**config.mk**
```make
export PLATFORM = sky130hd
export DESIGN_NAME = stereo_soft_mute_fader_core
export DESIGN_NICKNAME = d
export VERILOG_FILES = /design/src/hdl/smf_pkg.sv /design/src/hdl/smf_gain_unit.sv /design/src/hdl/smf_lane.sv /design/src/hdl/stereo_soft_mute_fader_core.sv
export SDC_FILE = /design/constraint.sdc
export NUM_CORES = 2
export LEC_CHECK = 0
export BUFFER_PORTS_ARGS = -buffer_cell sky130_fd_sc_hd__buf_2
export CELL_PAD_IN_SITES_DETAIL_PLACEMENT = 1
export CELL_PAD_IN_SITES_GLOBAL_PLACEMENT = 2
export CORE_ASPECT_RATIO = 0.5
export CORE_UTILIZATION = 41
export DETAILED_ROUTE_END_ITERATION = 8
export GPL_TIMING_DRIVEN = 0
export PLACE_DENSITY_LB_ADDON = 0.1
export SLEW_MARGIN = 20
export SYNTH_ARGS = -nofsm -noshare
export SYNTH_HDL_FRONTEND = slang
export SYNTH_SLANG_ARGS = --single-unit
```
**constraint.sdc**
```tcl
create_clock -name i_clk -period 9.2 [get_ports i_clk]
set_input_delay 0 -clock i_clk [delete_from_list [all_inputs] [get_ports i_clk]]
set_output_delay 0 -clock i_clk [all_outputs]
set_load 0.005 [all_outputs]
```
**src/hdl/smf_pkg.sv**
```systemverilog
package smf_pkg;

    localparam int SAMPLE_WIDTH   = 24;
    localparam int POSITION_WIDTH = 20;

    localparam int GAIN_FRAC  = 16;
    localparam int GAIN_W     = GAIN_FRAC + 1;
    localparam int DIV_STEPS  = GAIN_FRAC;
    localparam int SQRT_STEPS = GAIN_FRAC + 1;
    localparam int SQ_W       = 2 * GAIN_FRAC + 1;
    localparam int CNT_W      = $clog2(SQRT_STEPS + 1);
    localparam int PROD_W     = SAMPLE_WIDTH + GAIN_W + 1;
    localparam int ADDR_W     = 3;
    localparam int DATA_W     = 32;

    localparam logic [GAIN_W-1:0] UNITY_GAIN  = {1'b1, {GAIN_FRAC{1'b0}}};
    localparam logic [GAIN_W-1:0] SILENT_GAIN = GAIN_W'(655);
    localparam logic [POSITION_WIDTH-1:0] FADE_LENGTH_RESET = POSITION_WIDTH'(4800);

    localparam logic REG_FADE_LENGTH = 1'b0;
    localparam logic REG_FADE_CURVE  = 1'b1;

    typedef enum logic [2:0] {
        ACT_FRAME    = 3'd0,
        ACT_FADE_OUT = 3'd1,
        ACT_FADE_IN  = 3'd2,
        ACT_MUTE     = 3'd3,
        ACT_PLAY     = 3'd4
    } t_action;

    typedef enum logic [1:0] {
        MODE_PLAYING  = 2'd0,
        MODE_FADE_OUT = 2'd1,
        MODE_MUTED    = 2'd2,
        MODE_FADE_IN  = 2'd3
    } t_mode;

    typedef enum logic [2:0] {
        S_IDLE,
        S_GAIN,
        S_SCALE,
        S_WRITE
    } t_state;

    typedef enum logic [2:0] {
        G_IDLE,
        G_DIV,
        G_POST,
        G_SQ,
        G_SQRT
    } t_gain_state;

    typedef struct packed {
        t_action                  action;
        logic signed [SAMPLE_WIDTH-1:0] left_in;
        logic signed [SAMPLE_WIDTH-1:0] right_in;
    } t_in_word;

    typedef struct packed {
        logic signed [SAMPLE_WIDTH-1:0] left_out;
        logic signed [SAMPLE_WIDTH-1:0] right_out;
        logic [GAIN_W-1:0]        gain;
        t_mode                    mode;
        logic                     transitioning;
        logic                     silent;
    } t_out_word;

    typedef struct packed {
        logic start;
        logic fade_out;
        logic power_curve;
    } t_gain_req;

    typedef struct packed {
        logic              done;
        logic [GAIN_W-1:0] gain;
    } t_gain_rsp;

endpackage

```
**src/hdl/smf_gain_unit.sv**
```systemverilog
module smf_gain_unit (
    input  logic                                 i_clk,
    input  logic                                 i_rst_n,
    input  smf_pkg::t_gain_req                   i_req,
    input  logic [smf_pkg::POSITION_WIDTH-1:0]   i_pos,
    input  logic [smf_pkg::POSITION_WIDTH-1:0]   i_len,
    output smf_pkg::t_gain_rsp                   o_rsp
);
    import smf_pkg::*;

    localparam logic [SQ_W-1:0] SQRT_BIT_INIT = {1'b1, {(SQ_W-1){1'b0}}};
    localparam logic [SQ_W-1:0] SQ_ROUND = {{(GAIN_FRAC+1){1'b0}}, 1'b1, {(GAIN_FRAC-1){1'b0}}};

    t_gain_state                r_state, n_state;
    logic [CNT_W-1:0]           r_cnt, n_cnt;
    logic [POSITION_WIDTH-1:0]  r_rem, n_rem;
    logic [POSITION_WIDTH-1:0]  r_den, n_den;
    logic [GAIN_FRAC-1:0]       r_quo, n_quo;
    logic [SQ_W-1:0]            r_x, n_x;
    logic [SQ_W-1:0]            r_root, n_root;
    logic [SQ_W-1:0]            r_bit, n_bit;
    logic [2*GAIN_FRAC-1:0]     r_sq, n_sq;
    logic                       r_fade_out, n_fade_out;
    logic                       r_power, n_power;
    t_gain_rsp                  r_rsp, n_rsp;

    logic [POSITION_WIDTH:0]    w_shift;
    logic [SQ_W:0]              w_trial;
    logic [SQ_W-1:0]            w_sq_sum;
    logic [GAIN_W-1:0]          w_inv;

    assign o_rsp = r_rsp;

    always_comb begin
        n_state    = r_state;
        n_cnt      = r_cnt;
        n_rem      = r_rem;
        n_den      = r_den;
        n_quo      = r_quo;
        n_x        = r_x;
        n_root     = r_root;
        n_bit      = r_bit;
        n_sq       = r_sq;
        n_fade_out = r_fade_out;
        n_power    = r_power;
        n_rsp      = '{done: 1'b0, gain: r_rsp.gain};

        w_shift  = {r_rem, 1'b0};
        w_trial  = {1'b0, r_root} + {1'b0, r_bit};
        w_sq_sum = {1'b0, r_sq} + SQ_ROUND;
        w_inv    = UNITY_GAIN - {1'b0, r_quo};

        case (r_state)
            G_IDLE: begin
                if (i_req.start) begin
                    n_rem      = i_pos;
                    n_den      = i_len;
                    n_quo      = '0;
                    n_cnt      = CNT_W'(DIV_STEPS - 1);
                    n_fade_out = i_req.fade_out;
                    n_power    = i_req.power_curve;
                    n_state    = G_DIV;
                end
            end
            G_DIV: begin
                // restoring division, one quotient bit per cycle
                if (w_shift >= {1'b0, r_den}) begin
                    n_rem = POSITION_WIDTH'(w_shift - {1'b0, r_den});
                    n_quo = {r_quo[GAIN_FRAC-2:0], 1'b1};
                end else begin
                    n_rem = w_shift[POSITION_WIDTH-1:0];
                    n_quo = {r_quo[GAIN_FRAC-2:0], 1'b0};
                end
                if (r_cnt == '0) begin
                    n_state = G_POST;
                end else begin
                    n_cnt = r_cnt - 1'b1;
                end
            end
            G_POST: begin
                if (!r_power) begin
                    n_rsp.done = 1'b1;
                    n_rsp.gain = r_fade_out ? w_inv : {1'b0, r_quo};
                    n_state    = G_IDLE;
                end else if (!r_fade_out) begin
                    n_sq    = r_quo * r_quo;
                    n_state = G_SQ;
                end else begin
                    n_x     = {w_inv, {GAIN_FRAC{1'b0}}};
                    n_root  = '0;
                    n_bit   = SQRT_BIT_INIT;
                    n_cnt   = CNT_W'(SQRT_STEPS - 1);
                    n_state = G_SQRT;
                end
            end
            G_SQ: begin
                n_rsp.done = 1'b1;
                n_rsp.gain = w_sq_sum[2*GAIN_FRAC:GAIN_FRAC];
                n_state    = G_IDLE;
            end
            G_SQRT: begin
                // digit-by-digit square root, one result bit per cycle
                if ({1'b0, r_x} >= w_trial) begin
                    n_x    = r_x - w_trial[SQ_W-1:0];
                    n_root = (r_root >> 1) + r_bit;
                end else begin
                    n_root = r_root >> 1;
                end
                n_bit = r_bit >> 2;
                if (r_cnt == '0) begin
                    n_rsp.done = 1'b1;
                    n_rsp.gain = n_root[GAIN_W-1:0];
                    n_state    = G_IDLE;
                end else begin
                    n_cnt = r_cnt - 1'b1;
                end
            end
            default: begin
                n_state = G_IDLE;
            end
        endcase
    end

    always_ff @(posedge i_clk) begin
        if (!i_rst_n) begin
            r_state  <= G_IDLE;
            r_cnt    <= '0;
            r_rsp    <= '{done: 1'b0, gain: '0};
        end else begin
            r_state  <= n_state;
            r_cnt    <= n_cnt;
            r_rsp    <= n_rsp;
        end
    end

    always_ff @(posedge i_clk) begin
        r_rem      <= n_rem;
        r_den      <= n_den;
        r_quo      <= n_quo;
        r_x        <= n_x;
        r_root     <= n_root;
        r_bit      <= n_bit;
        r_sq       <= n_sq;
        r_fade_out <= n_fade_out;
        r_power    <= n_power;
    end

    a_done_from_work: assert property (@(posedge i_clk) disable iff (!i_rst_n)
        r_rsp.done |-> ($past(r_state) == G_POST || $past(r_state) == G_SQ ||
                        $past(r_state) == G_SQRT))
        else $error("gain done without a finishing step");

    a_gain_range: assert property (@(posedge i_clk) disable iff (!i_rst_n)
        r_rsp.done |-> (r_rsp.gain <= UNITY_GAIN))
        else $error("gain above unity");

    a_start_idle: assert property (@(posedge i_clk) disable iff (!i_rst_n)
        (r_state == G_IDLE && i_req.start) |=> (r_state == G_DIV))
        else $error("start not taken");

endmodule

```
**src/hdl/smf_lane.sv**
```systemverilog
module smf_lane (
    input  logic                                      i_clk,
    input  logic signed [smf_pkg::SAMPLE_WIDTH-1:0]   i_sample,
    input  logic [smf_pkg::GAIN_W-1:0]                i_gain,
    output logic signed [smf_pkg::SAMPLE_WIDTH-1:0]   o_sample
);
    import smf_pkg::*;

    localparam logic signed [PROD_W-1:0] ROUND =
        {{(PROD_W-GAIN_FRAC){1'b0}}, 1'b1, {(GAIN_FRAC-1){1'b0}}};

    logic signed [PROD_W-1:0] r_prod;
    logic signed [PROD_W-1:0] w_sample_ext;
    logic signed [PROD_W-1:0] w_gain_ext;
    logic signed [PROD_W-1:0] w_round;
    logic signed [PROD_W-1:0] w_shift;

    assign w_sample_ext = {{(PROD_W-SAMPLE_WIDTH){i_sample[SAMPLE_WIDTH-1]}}, i_sample};
    assign w_gain_ext   = {{(PROD_W-GAIN_W){1'b0}}, i_gain};

    always_ff @(posedge i_clk) begin
        r_prod <= w_sample_ext * w_gain_ext;
    end

    // round half up, then floor shift
    assign w_round  = r_prod + ROUND;
    assign w_shift  = w_round >>> GAIN_FRAC;
    assign o_sample = w_shift[SAMPLE_WIDTH-1:0];

endmodule

```
**src/hdl/stereo_soft_mute_fader_core.sv**
```systemverilog
// channel   dir  handshake                    word
// in        in   i_in_valid / o_in_stall      i_in  (t_in_word)
// out       out  o_out_valid / i_out_stall    o_out (t_out_word)
// config    in   psel penable pwrite pready   paddr pwdata prdata
//
// one word in work at a time; o_in_stall is high from accept until its result is registered
// commands and playing, muted or fade-end frames go from accept through S_SCALE and S_WRITE back to S_IDLE
// fading frames also wait in S_GAIN: linear runs the 16-step divider and a post step,
//   square adds a squaring step, square root adds the 17-step root in the gain unit
// a result waiting on i_out_stall holds the next word in its last step
// synchronous active-low reset: playing, position 0, unity gain, length 4800, linear
module stereo_soft_mute_fader_core (
    input  logic                           i_clk,
    input  logic                           i_rst_n,
    input  logic                           i_in_valid,
    output logic                           o_in_stall,
    input  smf_pkg::t_in_word              i_in,
    output logic                           o_out_valid,
    input  logic                           i_out_stall,
    output smf_pkg::t_out_word             o_out,
    input  logic                           psel,
    input  logic                           penable,
    input  logic                           pwrite,
    input  logic [smf_pkg::ADDR_W-1:0]     paddr,
    input  logic [smf_pkg::DATA_W-1:0]     pwdata,
    output logic [smf_pkg::DATA_W-1:0]     prdata,
    output logic                           pready
);
    import smf_pkg::*;

    t_state                     r_state, n_state;
    t_in_word                   r_item, n_item;
    logic [GAIN_W-1:0]          r_apply, n_apply;
    t_mode                      r_mode, n_mode;
    logic [POSITION_WIDTH-1:0]  r_pos, n_pos;
    logic [GAIN_W-1:0]          r_gain, n_gain;
    logic [POSITION_WIDTH-1:0]  r_len;
    logic                       r_curve;
    t_out_word                  r_out, n_out;
    logic                       r_out_valid, n_out_valid;

    t_gain_req                  w_req;
    t_gain_rsp                  w_rsp;
    logic signed [SAMPLE_WIDTH-1:0] w_left, w_right;
    logic                       w_accept;
    logic                       w_fading;
    logic                       w_fade_end;

    smf_gain_unit u_gain (
        .i_clk   (i_clk),
        .i_rst_n (i_rst_n),
        .i_req   (w_req),
        .i_pos   (r_pos),
        .i_len   (r_len),
        .o_rsp   (w_rsp)
    );

    smf_lane u_lane_left (
        .i_clk    (i_clk),
        .i_sample (r_item.left_in),
        .i_gain   (r_apply),
        .o_sample (w_left)
    );

    smf_lane u_lane_right (
        .i_clk    (i_clk),
        .i_sample (r_item.right_in),
        .i_gain   (r_apply),
        .o_sample (w_right)
    );

    assign o_in_stall  = (r_state != S_IDLE);
    assign w_accept    = i_in_valid && !o_in_stall;
    assign o_out_valid = r_out_valid;
    assign o_out       = r_out;
    assign pready      = 1'b1;
    assign prdata      = (paddr[2] == REG_FADE_CURVE) ? {{(DATA_W-1){1'b0}}, r_curve}
                                                      : {{(DATA_W-POSITION_WIDTH){1'b0}}, r_len};

    assign w_fading   = (r_mode == MODE_FADE_OUT) || (r_mode == MODE_FADE_IN);
    assign w_fade_end = (r_pos >= r_len);

    always_comb begin
        n_state     = r_state;
        n_item      = r_item;
        n_apply     = r_apply;
        n_mode      = r_mode;
        n_pos       = r_pos;
        n_gain      = r_gain;
        n_out       = r_out;
        n_out_valid = r_out_valid && i_out_stall;
        w_req       = '{start: 1'b0, fade_out: (r_mode == MODE_FADE_OUT),
                        power_curve: r_curve};

        case (r_state)
            S_IDLE: begin
                if (w_accept) begin
                    n_item  = i_in;
                    n_apply = '0;
                    n_state = S_SCALE;
                    if (i_in.action == ACT_FRAME) begin
                        if (r_mode == MODE_PLAYING) begin
                            n_apply = UNITY_GAIN;
                        end else if (w_fading && w_fade_end) begin
                            n_apply = (r_mode == MODE_FADE_OUT) ? '0 : UNITY_GAIN;
                        end else if (w_fading) begin
                            w_req.start = 1'b1;
                            n_state     = S_GAIN;
                        end
                    end
                end
            end
            S_GAIN: begin
                if (w_rsp.done) begin
                    n_apply = w_rsp.gain;
                    n_state = S_SCALE;
                end
            end
            S_SCALE: begin
                n_state = S_WRITE;
            end
            S_WRITE: begin
                if (!r_out_valid || !i_out_stall) begin
                    case (r_item.action)
                        ACT_FRAME: begin
                            if (r_mode == MODE_MUTED) begin
                                n_gain = '0;
                            end else if (w_fading) begin
                                n_gain = r_apply;
                                if (w_fade_end) begin
                                    n_mode = (r_mode == MODE_FADE_OUT) ? MODE_MUTED
                                                                       : MODE_PLAYING;
                                end else begin
                                    n_pos = r_pos + 1'b1;
                                end
                            end
                        end
                        ACT_FADE_OUT: begin
                            if (r_mode == MODE_PLAYING || r_mode == MODE_FADE_IN) begin
                                n_pos  = '0;
                                n_mode = MODE_FADE_OUT;
                            end
                        end
                        ACT_FADE_IN: begin
                            if (r_mode == MODE_MUTED || r_mode == MODE_FADE_OUT) begin
                                n_pos  = '0;
                                n_mode = MODE_FADE_IN;
                            end
                        end
                        ACT_MUTE: begin
                            n_pos  = '0;
                            n_mode = MODE_MUTED;
                            n_gain = '0;
                        end
                        ACT_PLAY: begin
                            n_pos  = '0;
                            n_mode = MODE_PLAYING;
                            n_gain = UNITY_GAIN;
                        end
                        default: begin
                        end
                    endcase
                    n_out.left_out      = w_left;
                    n_out.right_out     = w_right;
                    n_out.gain          = n_gain;
                    n_out.mode          = n_mode;
                    n_out.transitioning = (n_mode == MODE_FADE_OUT) || (n_mode == MODE_FADE_IN);
                    n_out.silent        = (n_mode == MODE_MUTED) ||
                                          ((n_mode == MODE_FADE_OUT) && (n_gain < SILENT_GAIN));
                    n_out_valid         = 1'b1;
                    n_state             = S_IDLE;
                end
            end
            default: begin
                n_state = S_IDLE;
            end
        endcase
    end

    always_ff @(posedge i_clk) begin
        if (!i_rst_n) begin
            r_state     <= S_IDLE;
            r_mode      <= MODE_PLAYING;
            r_pos       <= '0;
            r_gain      <= UNITY_GAIN;
            r_out_valid <= 1'b0;
        end else begin
            r_state     <= n_state;
            r_mode      <= n_mode;
            r_pos       <= n_pos;
            r_gain      <= n_gain;
            r_out_valid <= n_out_valid;
        end
    end

    always_ff @(posedge i_clk) begin
        if (!i_rst_n) begin
            r_len   <= FADE_LENGTH_RESET;
            r_curve <= 1'b0;
        end else if (psel && penable && pwrite && pready) begin
            if (paddr[2] == REG_FADE_LENGTH) begin
                r_len <= pwdata[POSITION_WIDTH-1:0];
            end else begin
                r_curve <= pwdata[0];
            end
        end
    end

    always_ff @(posedge i_clk) begin
        r_item  <= n_item;
        r_apply <= n_apply;
        r_out   <= n_out;
    end

    a_muted_zero_gain: assert property (@(posedge i_clk) disable iff (!i_rst_n)
        (r_mode == MODE_MUTED) |-> (r_gain == '0))
        else $error("muted with nonzero gain");

    a_gain_unity_max: assert property (@(posedge i_clk) disable iff (!i_rst_n)
        r_gain <= UNITY_GAIN)
        else $error("gain above unity");

    a_accept_busy: assert property (@(posedge i_clk) disable iff (!i_rst_n)
        w_accept |=> (r_state != S_IDLE))
        else $error("accepted word not in work");

    a_rsp_in_gain: assert property (@(posedge i_clk) disable iff (!i_rst_n)
        w_rsp.done |-> (r_state == S_GAIN))
        else $error("gain result outside gain wait");

endmodule

```
==> metrics list <==
- The path class of the tightest hold or removal check is in2reg.
- Global-route wire length before repair: 285400 um
* Fraction of final layout cells with drive strength greater than 1: between 5 and 6%
- Floorplan row count: 95
- Sinks on Clock Net: about 430
- Result of the run: complete, no violations
- Of the post-synthesis cell area, the dominant cell type holds 33.19%.
- Critical path data required time: just under 10000 ps
- In this run the mean area of a mapped cell was ~9.5 um2.
- Counting the fill cells in the layout gives roughly 16000.
- In the routed design, unresolved DRC markers number 0.
- Ys Warns: 0
- Synth Instances: 5959
- Fraction of the cycle the final worst path needs: between 90 and 100%
- The core region is about 140000 um2.
* Via Count: 42417
- Of all nets on the critical path, the largest fanout is 10.
- Final worst clock skew: ~54 ps
* Min Clock Period, post-route: approximately 8700 ps
* Cell with the most instances on the worst path: sky130_fd_sc_hd__fa_1
- The synthesized design contains approximately 430 register bits.
- TritonCTS built the clock tree.
* Measured slew at the worst slew-check pin: 1173 ps
- End point of the worst hold path: r_item[1]$_DFFE_PP_
- Critical path, cell by cell: clkbuf_1, clkbuf_1, nand2_1, fa_1, inv_1, fa_1, ha_1, fa_1, fa_1, inv_1, fa_1, inv_1, ha_1, nand4_1, nor2_1, a31oi_1, a21oi_1, a21oi_2, o311ai_0, a21oi_1, nor3_1, a2111oi_0, xnor2_1
- Detailed-router iteration count before antenna repair: 7
* Cts bufs inserted: 48
- Broken down by cell family, the worst path's largest delay share belongs to adder cells.
* Total routing usage reported by global routing: 26.87%
* Number of max-slew violations in the final report: 0
- In this run the number of H-tree levels came out at 2.
- Die boundary width: 527.6 um
* Worst path arrival time: just over 9000 ps
- Along the worst hold path, the cell count comes to 2.
* CTS clk-pin slew, worst paths: about 60 ps
- In the final design database the tool counted 7743 nets.
- Share of the yosys chip area belonging to registers: a little over 20%
- The count of nets left with antenna violations once routing finished came out at 0.
* Gp weighted congestion: around 0.9
- Total negative slack: 0 ps
* Number of enable flip-flop cells after synthesis: about 290
* Dpl cell area: about 60000 um2
* Clock latency on the worst-skew pair: 690 ps
- Source of the worst register-to-register timing path: r_apply[14]$_SDFFCE_PN0P_
* Worst reg-to-reg path cell count: 23
- Across all register-to-register paths, the minimum setup slack is 550 ps.
- Unrepaired setup endpoints after global routing: no
* Number of port buffers: between 150 and 200
- The largest single stage delay on the critical path is around 730 ps.
- Setup violations remaining at the end of the flow were counted as 0.
* Final Instance Area: 62850 um2
- Highest-count cells in the layout ignoring fill and taps: sky130_fd_sc_hd__inv_1 (1205), sky130_fd_sc_hd__fa_1 (939), sky130_fd_sc_hd__nand2_1 (723)
* Number of global-route vias before repair: 47413
- Post-CTS setup buffers: 0
- Predominant post-synthesis flop cell: sky130_fd_sc_hd__edfxtp_1
- Largest net degree at the start of global routing: 39
- Most common library cell in the layout ignoring fill and taps: sky130_fd_sc_hd__inv_1
* Synthesized area: 56640 um2
* Vias/cell: 5.180
- Wire per inst: 22.45 um
- Placed Cells: roughly 8000
* Clock tree root driver cell: sky130_fd_sc_hd__clkbuf_16
- Max capacitance violation total: 0
- The die is 264.8 um tall.
- Global routing finished with a remaining overflow of 0.
- No sink is reached through more buffers than the 3 on the longest clock path.
- Detailed placement finished with a half-perimeter wire length of between 100000 and 150000 um.
* Layout overhead on the synthesized area: 10.97%
- Startpoint type of the worst setup path: flop
* Async set or reset register ratio after synthesis: 0%
* Highest Clock Rate: 115.6 MHz
* Number of antenna violations at the first check in global routing: 11
- In this run the count of I/O pins placed on the die edge is around 200.
- Number of buffer and inverter stages on the critical path: 5
- Excluding fillers, the count of instances in the completed layout stands at a little over 8000.
- For this configuration, the core starts out at a cell density of around two fifths.
- In this run the worst setup path begins at r_apply[14]$_SDFFCE_PN0P_.
* Reg-to-reg critical path endpoint: u_lane_left.r_prod[39]$_DFF_P_
- Worst path slowest cell: sky130_fd_sc_hd__clkbuf_1
* Full die area: 139700 um2
* Final hold vios: 0
* Kind of end point of the critical path: flop
- Area leader, netlist: sky130_fd_sc_hd__fa_1
- The worst setup path is of the reg2reg kind.
- Launch instance of the worst min-delay path: i_in[1]
* Violation count after the first detailed-routing iteration: between 2000 and 2500
- Number of different library cells in the post-synthesis netlist: 87
- Max_slew headroom: 21.81%
- Top cells by area, synth: sky130_fd_sc_hd__fa_1 (33%), sky130_fd_sc_hd__edfxtp_1 (16%), sky130_fd_sc_hd__ha_1 (9.1%)
* Detailed-route wire length: 183800 um
## worst max path at each step
stage               depth (start not counted)  slack (ps)                             end
floorplan                                  24        2750       u_gain.r_sq[31]$_DFFE_PP_
global placement                           23         -10  u_lane_left.r_prod[39]$_DFF_P_
detailed placement                         23        -150  u_lane_left.r_prod[39]$_DFF_P_
CTS                                        25           7  u_lane_left.r_prod[39]$_DFF_P_
global route                               23         150  u_lane_left.r_prod[39]$_DFF_P_
finish                                     23         550  u_lane_left.r_prod[39]$_DFF_P_
## synth_stat cells (7+ instances only)
cell and count:
sky130_fd_sc_hd__o21ai_0 112, sky130_fd_sc_hd__a31o_2 9, sky130_fd_sc_hd__inv_1 1205, sky130_fd_sc_hd__and2_1 441, sky130_fd_sc_hd__nand2_1 723, sky130_fd_sc_hd__clkbuf_1 220
sky130_fd_sc_hd__mux2i_1 31, sky130_fd_sc_hd__o211ai_1 14, sky130_fd_sc_hd__a211oi_1 35, sky130_fd_sc_hd__o21bai_1 18, sky130_fd_sc_hd__a21o_1 66, sky130_fd_sc_hd__nor2_1 270
sky130_fd_sc_hd__o21a_1 16, sky130_fd_sc_hd__o31ai_1 11, sky130_fd_sc_hd__nand2b_1 32, sky130_fd_sc_hd__edfxtp_1 294, sky130_fd_sc_hd__nand3_1 73, sky130_fd_sc_hd__or2_2 12
sky130_fd_sc_hd__xnor2_1 205, sky130_fd_sc_hd__dfxtp_1 139, sky130_fd_sc_hd__nand4_1 31, sky130_fd_sc_hd__nor3_1 47, sky130_fd_sc_hd__and4_1 7, sky130_fd_sc_hd__and3_1 52
sky130_fd_sc_hd__a21boi_0 12, sky130_fd_sc_hd__xor2_1 92, sky130_fd_sc_hd__a22o_1 14, sky130_fd_sc_hd__nor3b_1 10, sky130_fd_sc_hd__a222oi_1 12, sky130_fd_sc_hd__o22ai_1 24
sky130_fd_sc_hd__a21oi_1 163, sky130_fd_sc_hd__a31oi_1 35, sky130_fd_sc_hd__fa_1 939, sky130_fd_sc_hd__buf_4 15, sky130_fd_sc_hd__ha_1 412, sky130_fd_sc_hd__or3_1 24
sky130_fd_sc_hd__nor2b_1 30
## layer usage
metal  wire length, um  track usage [%]  vias to the layer above
met5                13                0                        -
met4              4971            6.491                        2
met3              9574            3.183                      229
met2             88050            45.93                      911
met1             81200            36.31                    22064
li1                  -                -                    19211
## layout make-up
type | instances | area [um2] | area share (%)
clock buffer | 57 | 1265 | 2.013
multi-input combinational | 4082 | 39570 | 62.95
buffer | 247 | 1032 | 1.642
sequential | 433 | 11610 | 18.47
inverter | 1208 | 4534 | 7.214
timing repair buffer | 279 | 2028 | 3.227
clock inverter | 33 | 494.2 | 0.7863
antenna | 7 | 17.52 | 0.02787
tap | 1843 | 2306 | 3.669
## sequential cells by signal, indices dropped and copies added (netlist names), 25 cells and up
signal               count
u_lane_left.r_prod      25
u_gain.r_root           33
u_lane_right.r_prod     25
o_out                   68
u_gain.r_x              33
r_item                  51
## through the flow
stage,util (%),hold WS [ps],setup slack (ps)
floorplan,-,98.87,2750
global placement,44.12,177.5,-12.57
detailed placement,44.27,178.4,-150.2
CTS,46.32,2.802,7.259
global route,46.33,27.27,148.7
finish,46.34,40.60,548.3
## cell families after synthesis
kind of cell	count (synthesis)	share of synthesized area (%)
buffers and inverters	1455	9.786
other	2	0.01326
and+or+nand+nor	1771	15.04
AOI/OAI and AO/OA	615	7.149
muxes	35	0.6274
xor gates and xnor gates	297	4.593
DFF	433	20.50
adders and majority gates	1351	42.29
## timing repair
action,in CTS,in global routing
hold endpoints to repair,118,0
endpoints found under the setup margin,2,4
hold buffers,102,0
gates resized for setup,3,23
Power is left out: the tool's default activity adds up to more than one toggle a clock period on the data nets, which glitch-free logic cannot reach.
